[config.mk]
export PLATFORM = sky130hd
export DESIGN_NAME = machine_supervisor_csr_file_top
export DESIGN_NICKNAME = d
export VERILOG_FILES = /design/src/mscsr_pkg.sv /design/src/machine_supervisor_csr_file_top.sv
export SDC_FILE = /design/constraint.sdc
export NUM_CORES = 1
export LEC_CHECK = 0
export ABC_AREA = 1
export BUFFER_PORTS_ARGS = -buffer_cell sky130_fd_sc_hd__clkbuf_2
export CAP_MARGIN = 20
export CORE_ASPECT_RATIO = 1.75
export CORE_UTILIZATION = 35
export DETAILED_ROUTE_END_ITERATION = 8
export PLACE_DENSITY_LB_ADDON = 0.05
export SLEW_MARGIN = 20
export SYNTH_ARGS = -nofsm -noshare
export SYNTH_HDL_FRONTEND = slang
export SYNTH_SLANG_ARGS = --single-unit
[constraint.sdc]
create_clock -name aclk -period 3.9 [get_ports aclk]
set_input_delay 0.195 -clock aclk [delete_from_list [all_inputs] [get_ports aclk]]
set_output_delay 0.195 -clock aclk [all_outputs]
set_load 0.05 [all_outputs]
[src/mscsr_pkg.sv]
// Types, CSR addresses, WARL masks and fixed values for the machine/supervisor CSR file.
package mscsr_pkg;

    typedef logic [11:0] csr_addr_t;
    typedef logic [31:0] csr_word_t;

    // Access kind
    localparam logic KIND_READ  = 1'b0;
    localparam logic KIND_WRITE = 1'b1;

    // Machine-level addresses
    localparam csr_addr_t A_MVENDORID = 12'hF11;
    localparam csr_addr_t A_MARCHID   = 12'hF12;
    localparam csr_addr_t A_MIMPID    = 12'hF13;
    localparam csr_addr_t A_MHARTID   = 12'hF14;
    localparam csr_addr_t A_MSTATUS   = 12'h300;
    localparam csr_addr_t A_MISA      = 12'h301;
    localparam csr_addr_t A_MEDELEG   = 12'h302;
    localparam csr_addr_t A_MIDELEG   = 12'h303;
    localparam csr_addr_t A_MIE       = 12'h304;
    localparam csr_addr_t A_MTVEC     = 12'h305;
    localparam csr_addr_t A_MSCRATCH  = 12'h340;
    localparam csr_addr_t A_MEPC      = 12'h341;
    localparam csr_addr_t A_MCAUSE    = 12'h342;
    localparam csr_addr_t A_MTVAL     = 12'h343;
    localparam csr_addr_t A_MIP       = 12'h344;

    // Supervisor-level addresses
    localparam csr_addr_t A_SSTATUS   = 12'h100;
    localparam csr_addr_t A_SIE       = 12'h104;
    localparam csr_addr_t A_STVEC     = 12'h105;
    localparam csr_addr_t A_SSCRATCH  = 12'h140;
    localparam csr_addr_t A_SEPC      = 12'h141;
    localparam csr_addr_t A_SCAUSE    = 12'h142;
    localparam csr_addr_t A_STVAL     = 12'h143;
    localparam csr_addr_t A_SIP       = 12'h144;
    localparam csr_addr_t A_SATP      = 12'h180;

    // Fixed values (MXL = 32 bits, extension I)
    localparam csr_word_t MISA_VALUE   = 32'h4000_0100;
    localparam csr_word_t MIMPID_VALUE = 32'h0000_0001;

    // WARL masks
    localparam csr_word_t MEDELEG_MASK = 32'h0000_B3FF;
    localparam csr_word_t MIDELEG_MASK = 32'h0000_0AAA;
    localparam csr_word_t MIP_MASK     = 32'h0000_0008;
    localparam csr_word_t SIP_MASK     = 32'h0000_0002;
    localparam csr_word_t SIE_MASK     = 32'h0000_0222;
    localparam csr_word_t SSTATUS_MASK = 32'h0000_0122;

    typedef struct packed {
        csr_word_t mach_status;
        csr_word_t exc_delegation;
        csr_word_t int_delegation;
        csr_word_t mach_int_enable;
        csr_word_t mach_trap_vector;
        csr_word_t mach_scratch;
        csr_word_t mach_exc_pc;
        csr_word_t mach_cause;
        csr_word_t mach_trap_value;
        csr_word_t mach_int_pending;
        csr_word_t sup_status;
        csr_word_t sup_int_enable;
        csr_word_t sup_trap_vector;
        csr_word_t sup_scratch;
        csr_word_t sup_exc_pc;
        csr_word_t sup_cause;
        csr_word_t sup_trap_value;
        csr_word_t sup_int_pending;
        csr_word_t addr_translation;
    } csr_state_t;

    function automatic csr_word_t merge(csr_word_t old_val, csr_word_t new_val,
                                        csr_word_t mask);
        return (old_val & ~mask) | (new_val & mask);
    endfunction

endpackage

[src/machine_supervisor_csr_file_top.sv]
// Machine and supervisor CSR file, RV32, standard privileged numbering.
//
// Usage:
//   Input channel (s_valid/s_ready) carries one access word: s_kind selects
//   read or write, s_csr_addr the CSR, s_write_data the value for a write.
//   Result channel (m_valid/m_ready) returns one word per access: the CSR
//   value for a read, zero for a write or for an unimplemented address.
//   Address decode, WARL masking and the register update happen in the cycle
//   the access is accepted; the result sits in the output register from the
//   next cycle, and throughput is one access per cycle while m_ready holds.
//   A read sees every write accepted before it.
//   The output register doubles as the stage boundary: s_ready stays high
//   while the output is empty or being taken this cycle. When the receiver
//   stalls, the held result stays put and s_ready stays low, so every new
//   access waits until m_ready returns, which sets the rate under backpressure.
//   Reset (aresetn low, synchronous) clears every CSR to zero and empties the
//   output register.
module machine_supervisor_csr_file_top (
    input  logic                  aclk,
    input  logic                  aresetn,
    input  logic                  s_valid,
    output logic                  s_ready,
    input  logic                  s_kind,
    input  mscsr_pkg::csr_addr_t  s_csr_addr,
    input  mscsr_pkg::csr_word_t  s_write_data,
    output logic                  m_valid,
    input  logic                  m_ready,
    output mscsr_pkg::csr_word_t  m_read_data
);
    import mscsr_pkg::*;

    csr_state_t state_reg, state_next;
    logic       m_valid_reg;
    csr_word_t  m_read_data_reg;
    csr_word_t  read_value;
    logic       s_accept;

    // Output register is free when empty or drained this cycle
    assign s_ready  = !m_valid_reg || m_ready;
    assign s_accept = s_valid && s_ready;

    // Read decode; ID registers other than mimpid read as zero
    always_comb begin
        case (s_csr_addr)
            A_MVENDORID, A_MARCHID, A_MHARTID: read_value = '0;
            A_MIMPID:   read_value = MIMPID_VALUE;
            A_MISA:     read_value = MISA_VALUE;
            A_MSTATUS:  read_value = state_reg.mach_status;
            A_MEDELEG:  read_value = state_reg.exc_delegation;
            A_MIDELEG:  read_value = state_reg.int_delegation;
            A_MIE:      read_value = state_reg.mach_int_enable;
            A_MTVEC:    read_value = state_reg.mach_trap_vector;
            A_MSCRATCH: read_value = state_reg.mach_scratch;
            A_MEPC:     read_value = state_reg.mach_exc_pc;
            A_MCAUSE:   read_value = state_reg.mach_cause;
            A_MTVAL:    read_value = state_reg.mach_trap_value;
            A_MIP:      read_value = state_reg.mach_int_pending;
            A_SSTATUS:  read_value = state_reg.sup_status;
            A_SIE:      read_value = state_reg.sup_int_enable;
            A_STVEC:    read_value = state_reg.sup_trap_vector;
            A_SSCRATCH: read_value = state_reg.sup_scratch;
            A_SEPC:     read_value = state_reg.sup_exc_pc;
            A_SCAUSE:   read_value = state_reg.sup_cause;
            A_STVAL:    read_value = state_reg.sup_trap_value;
            A_SIP:      read_value = state_reg.sup_int_pending;
            A_SATP:     read_value = state_reg.addr_translation;
            default:    read_value = '0;
        endcase
    end

    // Write decode with WARL masks; read-only and unknown addresses drop the write
    always_comb begin
        state_next = state_reg;
        if (s_accept && s_kind == KIND_WRITE) begin
            case (s_csr_addr)
                A_MSTATUS:  state_next.mach_status      = s_write_data;
                A_MEDELEG:  state_next.exc_delegation   = s_write_data & MEDELEG_MASK;
                A_MIDELEG:  state_next.int_delegation   = s_write_data & MIDELEG_MASK;
                A_MIE:      state_next.mach_int_enable  = s_write_data;
                A_MTVEC:    state_next.mach_trap_vector = s_write_data;
                A_MSCRATCH: state_next.mach_scratch     = s_write_data;
                A_MEPC:     state_next.mach_exc_pc      = s_write_data;
                A_MCAUSE:   state_next.mach_cause       = s_write_data;
                A_MTVAL:    state_next.mach_trap_value  = s_write_data;
                A_MIP: begin
                    state_next.mach_int_pending =
                        merge(state_reg.mach_int_pending, s_write_data, MIP_MASK);
                end
                A_SSTATUS: begin
                    // SIE, SPIE and SPP land in both status registers
                    state_next.sup_status =
                        merge(state_reg.sup_status, s_write_data, SSTATUS_MASK);
                    state_next.mach_status =
                        merge(state_reg.mach_status, s_write_data, SSTATUS_MASK);
                end
                A_SIE: begin
                    state_next.sup_int_enable =
                        merge(state_reg.sup_int_enable, s_write_data, SIE_MASK);
                end
                A_STVEC:    state_next.sup_trap_vector  = s_write_data;
                A_SSCRATCH: state_next.sup_scratch      = s_write_data;
                A_SEPC:     state_next.sup_exc_pc       = s_write_data;
                A_SCAUSE:   state_next.sup_cause        = s_write_data;
                A_STVAL:    state_next.sup_trap_value   = s_write_data;
                A_SIP: begin
                    state_next.sup_int_pending =
                        merge(state_reg.sup_int_pending, s_write_data, SIP_MASK);
                end
                A_SATP:     state_next.addr_translation = s_write_data;
                default:    state_next = state_reg;
            endcase
        end
    end

    // CSR state
    always_ff @(posedge aclk) begin
        if (!aresetn) begin
            state_reg <= '0;
        end else begin
            state_reg <= state_next;
        end
    end

    // Output register: valid flag under reset, data loaded on accept
    always_ff @(posedge aclk) begin
        if (!aresetn) begin
            m_valid_reg <= 1'b0;
        end else if (s_accept) begin
            m_valid_reg <= 1'b1;
        end else if (m_ready) begin
            m_valid_reg <= 1'b0;
        end
    end

    always_ff @(posedge aclk) begin
        if (s_accept) begin
            m_read_data_reg <= (s_kind == KIND_WRITE) ? '0 : read_value;
        end
    end

    assign m_valid     = m_valid_reg;
    assign m_read_data = m_read_data_reg;

    // A write always answers with zero
    a_write_zero: assert property (@(posedge aclk) disable iff (!aresetn)
        (s_accept && s_kind == KIND_WRITE) |=> (m_valid && m_read_data == '0))
        else $error("write access returned non-zero word");

    // The delegation registers never hold bits outside their WARL masks
    a_warl_masks: assert property (@(posedge aclk) disable iff (!aresetn)
        ((state_reg.exc_delegation & ~MEDELEG_MASK) == '0) &&
        ((state_reg.int_delegation & ~MIDELEG_MASK) == '0))
        else $error("delegation register holds bits outside its mask");

    // sstatus only ever takes SIE, SPIE and SPP
    a_sstatus_mask: assert property (@(posedge aclk) disable iff (!aresetn)
        (state_reg.sup_status & ~SSTATUS_MASK) == '0)
        else $error("sstatus holds bits outside its mask");

    // misa reads back its fixed value
    a_misa_read: assert property (@(posedge aclk) disable iff (!aresetn)
        (s_accept && s_kind == KIND_READ && s_csr_addr == A_MISA)
        |=> (m_read_data == MISA_VALUE))
        else $error("misa read returned wrong value");

    // A write to sstatus mirrors its field into mstatus
    a_sstatus_mirror: assert property (@(posedge aclk) disable iff (!aresetn)
        (s_accept && s_kind == KIND_WRITE && s_csr_addr == A_SSTATUS)
        |=> ((state_reg.mach_status & SSTATUS_MASK) ==
             (state_reg.sup_status & SSTATUS_MASK)))
        else $error("sstatus write not mirrored into mstatus");

endmodule

* Word-level counts from Yosys, hierarchy flattened
Index checks and enable logic that the tools add are counted.
** Storage, ports and cells
- Flip-flop bits (word level) :: 596
- Word-level logic and storage cells :: 76
- RAM bits :: 0
- Latch bits :: 0
- Memory bits (read-only) :: 0
- Memories kept :: 0
** Cells by class
- $add $sub $neg :: 0
- Multipliers :: 0
- Div/mod/pow operators :: 0
- Equality and inequality tests :: 21
- Reduce and logical (&&, ||, !) cells :: 25
- Magnitude comparators :: 0
- Shift-type cells :: 0
- Bitwise logic cells :: 5
- Mux-type cells :: 4
** Operators with widths (count)
- $pmux 32 s21 :: 1
- $eq 12x10->1 const B :: 11
- $eq 12x9->1 const B :: 9
- $or 32x9->32 :: 2
- $pmux 32 s2 :: 1
- $reduce_and 2->1 :: 19
- $or 32x10->32 :: 1
- $or 32x2->32 :: 1
- $or 32x4->32 :: 1
- $eq 12x12->1 const B :: 1
- $reduce_bool 2->1 :: 2
- $logic_and 1x1->1 :: 2
- $mux 1 :: 2
- $logic_not 1->1 :: 1
- $logic_or 1x1->1 :: 1

* Logic depth before layout (Yosys ltp)
- Depth after elaboration :: 5
- Gate-level depth with buffers :: 14
- Mapped depth without buffers :: 12

* Worst setup path before layout
Ideal clock, no wire load.
- Kind :: register -> register
- Start :: register m_valid_reg (netlist: m_valid)
- End :: register state_reg[30] in the netlist's numbering
- Required time :: 3830 ps
- Buffers on the path :: 2
- Library setup time :: 70 ps
- Setup slack :: 1605 ps
- Arrival :: 2226 ps
- Stages on the path, launching flop included :: 11
- Period minus slack after synthesis :: 2295 ps
- Path through :: dfxtp_1 -> nand2_1 -> nand2_1 -> nor2_4 -> inv_2 -> nor2_2 -> inv_1 -> buf_2 -> buf_2 -> o21ai_1 -> a21oi_1
** On the way
- Word-level cells in the longest chain between the ends :: 5
** Ends and longest elaborated chain
- start, declared :: RTL line machine_supervisor_csr_file_top.sv:33 : logic m_valid_reg;
- start signal, assigned :: RTL line machine_supervisor_csr_file_top.sv:127 : m_valid_reg <= 1'b0;
- start signal, assigned :: RTL line machine_supervisor_csr_file_top.sv:129 : m_valid_reg <= 1'b1;
- start signal, assigned :: RTL line machine_supervisor_csr_file_top.sv:131 : m_valid_reg <= 1'b0;
- $logic_not 1->1 :: RTL line machine_supervisor_csr_file_top.sv:39 : assign s_ready = !m_valid_reg || m_ready;
- $logic_or 1x1->1 :: RTL line machine_supervisor_csr_file_top.sv:39
- net s_ready :: RTL line machine_supervisor_csr_file_top.sv:22 : output logic s_ready,
- $logic_and 1x1->1 :: RTL line machine_supervisor_csr_file_top.sv:40 : assign s_accept = s_valid && s_ready;
- $logic_and 1x1->1 :: RTL line machine_supervisor_csr_file_top.sv:74 : if (s_accept && s_kind == KIND_WRITE) begin
- $reduce_and 2->1 (no source line)
- end signal, assigned :: RTL line machine_supervisor_csr_file_top.sv:120 : state_reg <= state_next;
- end, declared :: RTL line machine_supervisor_csr_file_top.sv:32 : csr_state_t state_reg, state_next;
The timed path passes the listed nets, and every way through them passes these cells.
A chain may end at the register's enable or synchronous reset.

* Final worst setup path
- Start :: register m_valid_reg (netlist: m_valid)
- End :: register state_reg[406] in the netlist's numbering
** On the way
- Word-level cells in the longest chain between the ends :: 5
** Ends and longest elaborated chain (RTL line)
- $logic_not 1->1 :: machine_supervisor_csr_file_top.sv:39
- $logic_or 1x1->1 :: machine_supervisor_csr_file_top.sv:39
- $logic_and 1x1->1 :: machine_supervisor_csr_file_top.sv:40
- $logic_and 1x1->1 :: machine_supervisor_csr_file_top.sv:74
- $reduce_and 2->1 (no source line)
Every way passes these cells.

==> impl_metrics.csv <==
group,metric,value,unit
run,maxCapViolations,0,
yosys,ys_ff_latch,476,
timing,rsz0062_at_grt,"false",
timing,setup_ws,1.02,ns
grt,met3_usage,0.0262,
drt,wl_per_cell,24.1,um
drt,route.detailed.drc,0,
placement,place.gp.congestion,0.840,
clock_tree,clock_latency,0.60,ns
placement,place_area,21600,sq um
die,ios,83,
placement,dp.cells,3537,
setup_path,endpoint_kind,"flop",
setup_path,reg2reg_depth,9,
pwr,ir_worst_vdd,309,uV
yosys,yosys.area.top_type,"dfxtp_1",
grt,use_met1,0.348,
final_layout,fill_cells,6207,
drt,ant_nets,0,
clock_tree,cts_sinks,476,
drt,totalWireLength,87500,um
final_layout,diodes,0,
timing,finalMaxSlewViolations,0,
final_layout,stdcell_count,3635,
clock_tree,ctsHtreeMaxLevel,2,
pwr,powerDensity,436,nW/um^2
yosys,postSynth.asyncResetShare,0,
yosys,yosysUniqueCellTypes,29,
timing,slew_headroom,0.267,
status,status,"complete, no violations",
die,core.rowCount,117,
hold_path,hold_depth,3,
grt,overflow,0,
timing,max_freq,0.348,GHz
die,die-area,59800,sq um
grt,grt_max_degree,169,
grt,grt_pass1_vias,18200,
final_layout,multi_input_area,8730,sq um
clock_tree,cts.clk_slew.worst_paths,0.06,ns
timing,whs,0.0268,ns
final_layout,nets,2874,
clock_tree,ctsLongestPathBuffers,3,
final_layout,fin_util,0.400,
drt,drt_pass1_iterations,6,
pwr,power,10.1,mW
final_layout,largest_reg_flops,443,
timing,setup_viol,0,
clock_tree,cts_tree,"done",
grt,grt_pass1_wl,126000,um
timing,post-route-period-util,0.738,
clock_tree,post_cts_buffers,0,
timing,tightestPinTransition,1.10,ns
clock_tree,numCtsBuffers,48,
timing,finalClockSkew,0.0195,ns
final_layout,drive_gt1_frac,0.110,
die,die_h,323,um
setup_path,start_kind,"flop",
drt,drt_iter0_markers,1427,
setup_path,crit_type,"flop to flop",
yosys,synth_warnings,0,
clock_tree,cts_resized,0,
yosys,synth_sequential_area_ratio,0.479,
timing,fin_crit,2.88,ns
final_layout,seqCellArea,9850,sq um
setup_path,worstPathArrival,3.39,ns
timing,tns,0,ns
yosys,synth.avg_cell_area,7.28,sq um
pwr,power.leakage,8.85,nW
placement,hpwl,55500,um
yosys,syn-num-nets,2874,
hold_path,hold_path.class,"primary input to flop",
yosys,synth_area_leaders,"dfxtp_1 43%, o21ai_0 11%, nand2_1 10%",
die,initial_utilization,0.354,
final_layout,final_area,23200,sq um
yosys,synth_flop_cell,"dfxtp_1",
yosys,synth_top_area_frac,0.432,
die,coreArea,58100,sq um
yosys,synth_edf_count,32,
placement,dp_slack,1.07,ns
clock_tree,hold_buffers,11,
yosys,syn-cell-area,20600,sq um
yosys,syn_inst,2825,
setup_path,crit_required,4.41,ns
drt,vias_per_cell,5.28,
timing,hold_viol,0,
placement,io_buffers,82,
setup_path,critPathMaxFanout,42,
grt,antenna_found_initial,2,
grt,grt_use_total,0.294,
grt,top_usage_layer,"met2",
final_layout,areaGrowthSynthToFinish,13.0,%
grt,use_met2,0.534,
clock_tree,root_buffer,"clkbuf_16",
drt,vias,19200,
die,die_x,185,um
layout make-up:
| cell class | count | share of cell area |
|---|---|---|
| inverter | 279 | 0.0452 |
| clock buffer | 77 | 0.0633 |
| multi-input combinational | 1866 | 0.375 |
| timing repair buffer | 154 | 0.0468 |
| tap | 773 | 0.0416 |
| clock inverter | 10 | 0.00404 |
| sequential | 476 | 0.424 |
synthesized netlist by cell type, types with 7 or more instances:
master / instances
a21oi_1: 366
a31oi_1: 75
buf_2: 67
buf_4: 14
buf_6: 7
clkbuf_1: 106
dfxtp_1: 444
edfxtp_1: 32
inv_1: 257
inv_2: 20
nand2_1: 546
nand2_2: 12
nand3_1: 127
nor2_1: 194
nor2_2: 45
nor2_4: 10
o21ai_0: 447
o21ai_1: 30
cells by family (layout without fill, tap and decap cells):
group	after synthesis	in the layout	synth area share
AO/OA/AOI/OAI	924	924	0.231
AND/OR/NAND/NOR	942	942	0.192
flip-flops	476	476	0.479
buffers and inverters	483	520	0.0987
worst max-delay path, cell delays in order, from the launching register on:
cell	delay, ns
dfxtp_1	0.31
nand2_1	0.09
nand2_1	0.16
nor2_4	0.31
buf_4	0.55
nand2_2	0.31
inv_2	0.38
buf_12	0.31
o21ai_0	0.12
a21oi_1	0.19
report_power, final:
part,total [mW],switching [mW],internal [mW]
sequential,4.94,0.00875,4.93
combinational,0.455,0.373,0.0814
clock,4.74,2.09,2.65
metal layers:
layer | vias to the layer above | share of wire
met4 | 0 | 0.043
li1 | 9264 | -
met3 | 143 | 0.041
met5 | - | 0
met1 | 9207 | 0.40
met2 | 583 | 0.51
layout by cell type (no fill, tap or decap), types with 30 or more instances in the layout:
cell,n
inv_1,255
a31oi_1,75
nor2_1,190
buf_4,53
nand2_1,543
dfxtp_1,444
o21ai_1,30
o21ai_0,447
edfxtp_1,32
a21oi_1,366
clkbuf_2,81
clkbuf_16,50
nand3_1,127
nor2_2,45
final timing paths:
path / startpoint / to / slack (ns)
setup / recovery: m_valid / state_reg[406] / 1.02
hold / removal: s_write_data[29] / state_reg[93] / 0.03
setup reg to reg: m_valid / state_reg[406] / 1.02
hold reg to reg: state_reg[607] / state_reg[607] / 0.45
Power figures use the tool's default switching activity.
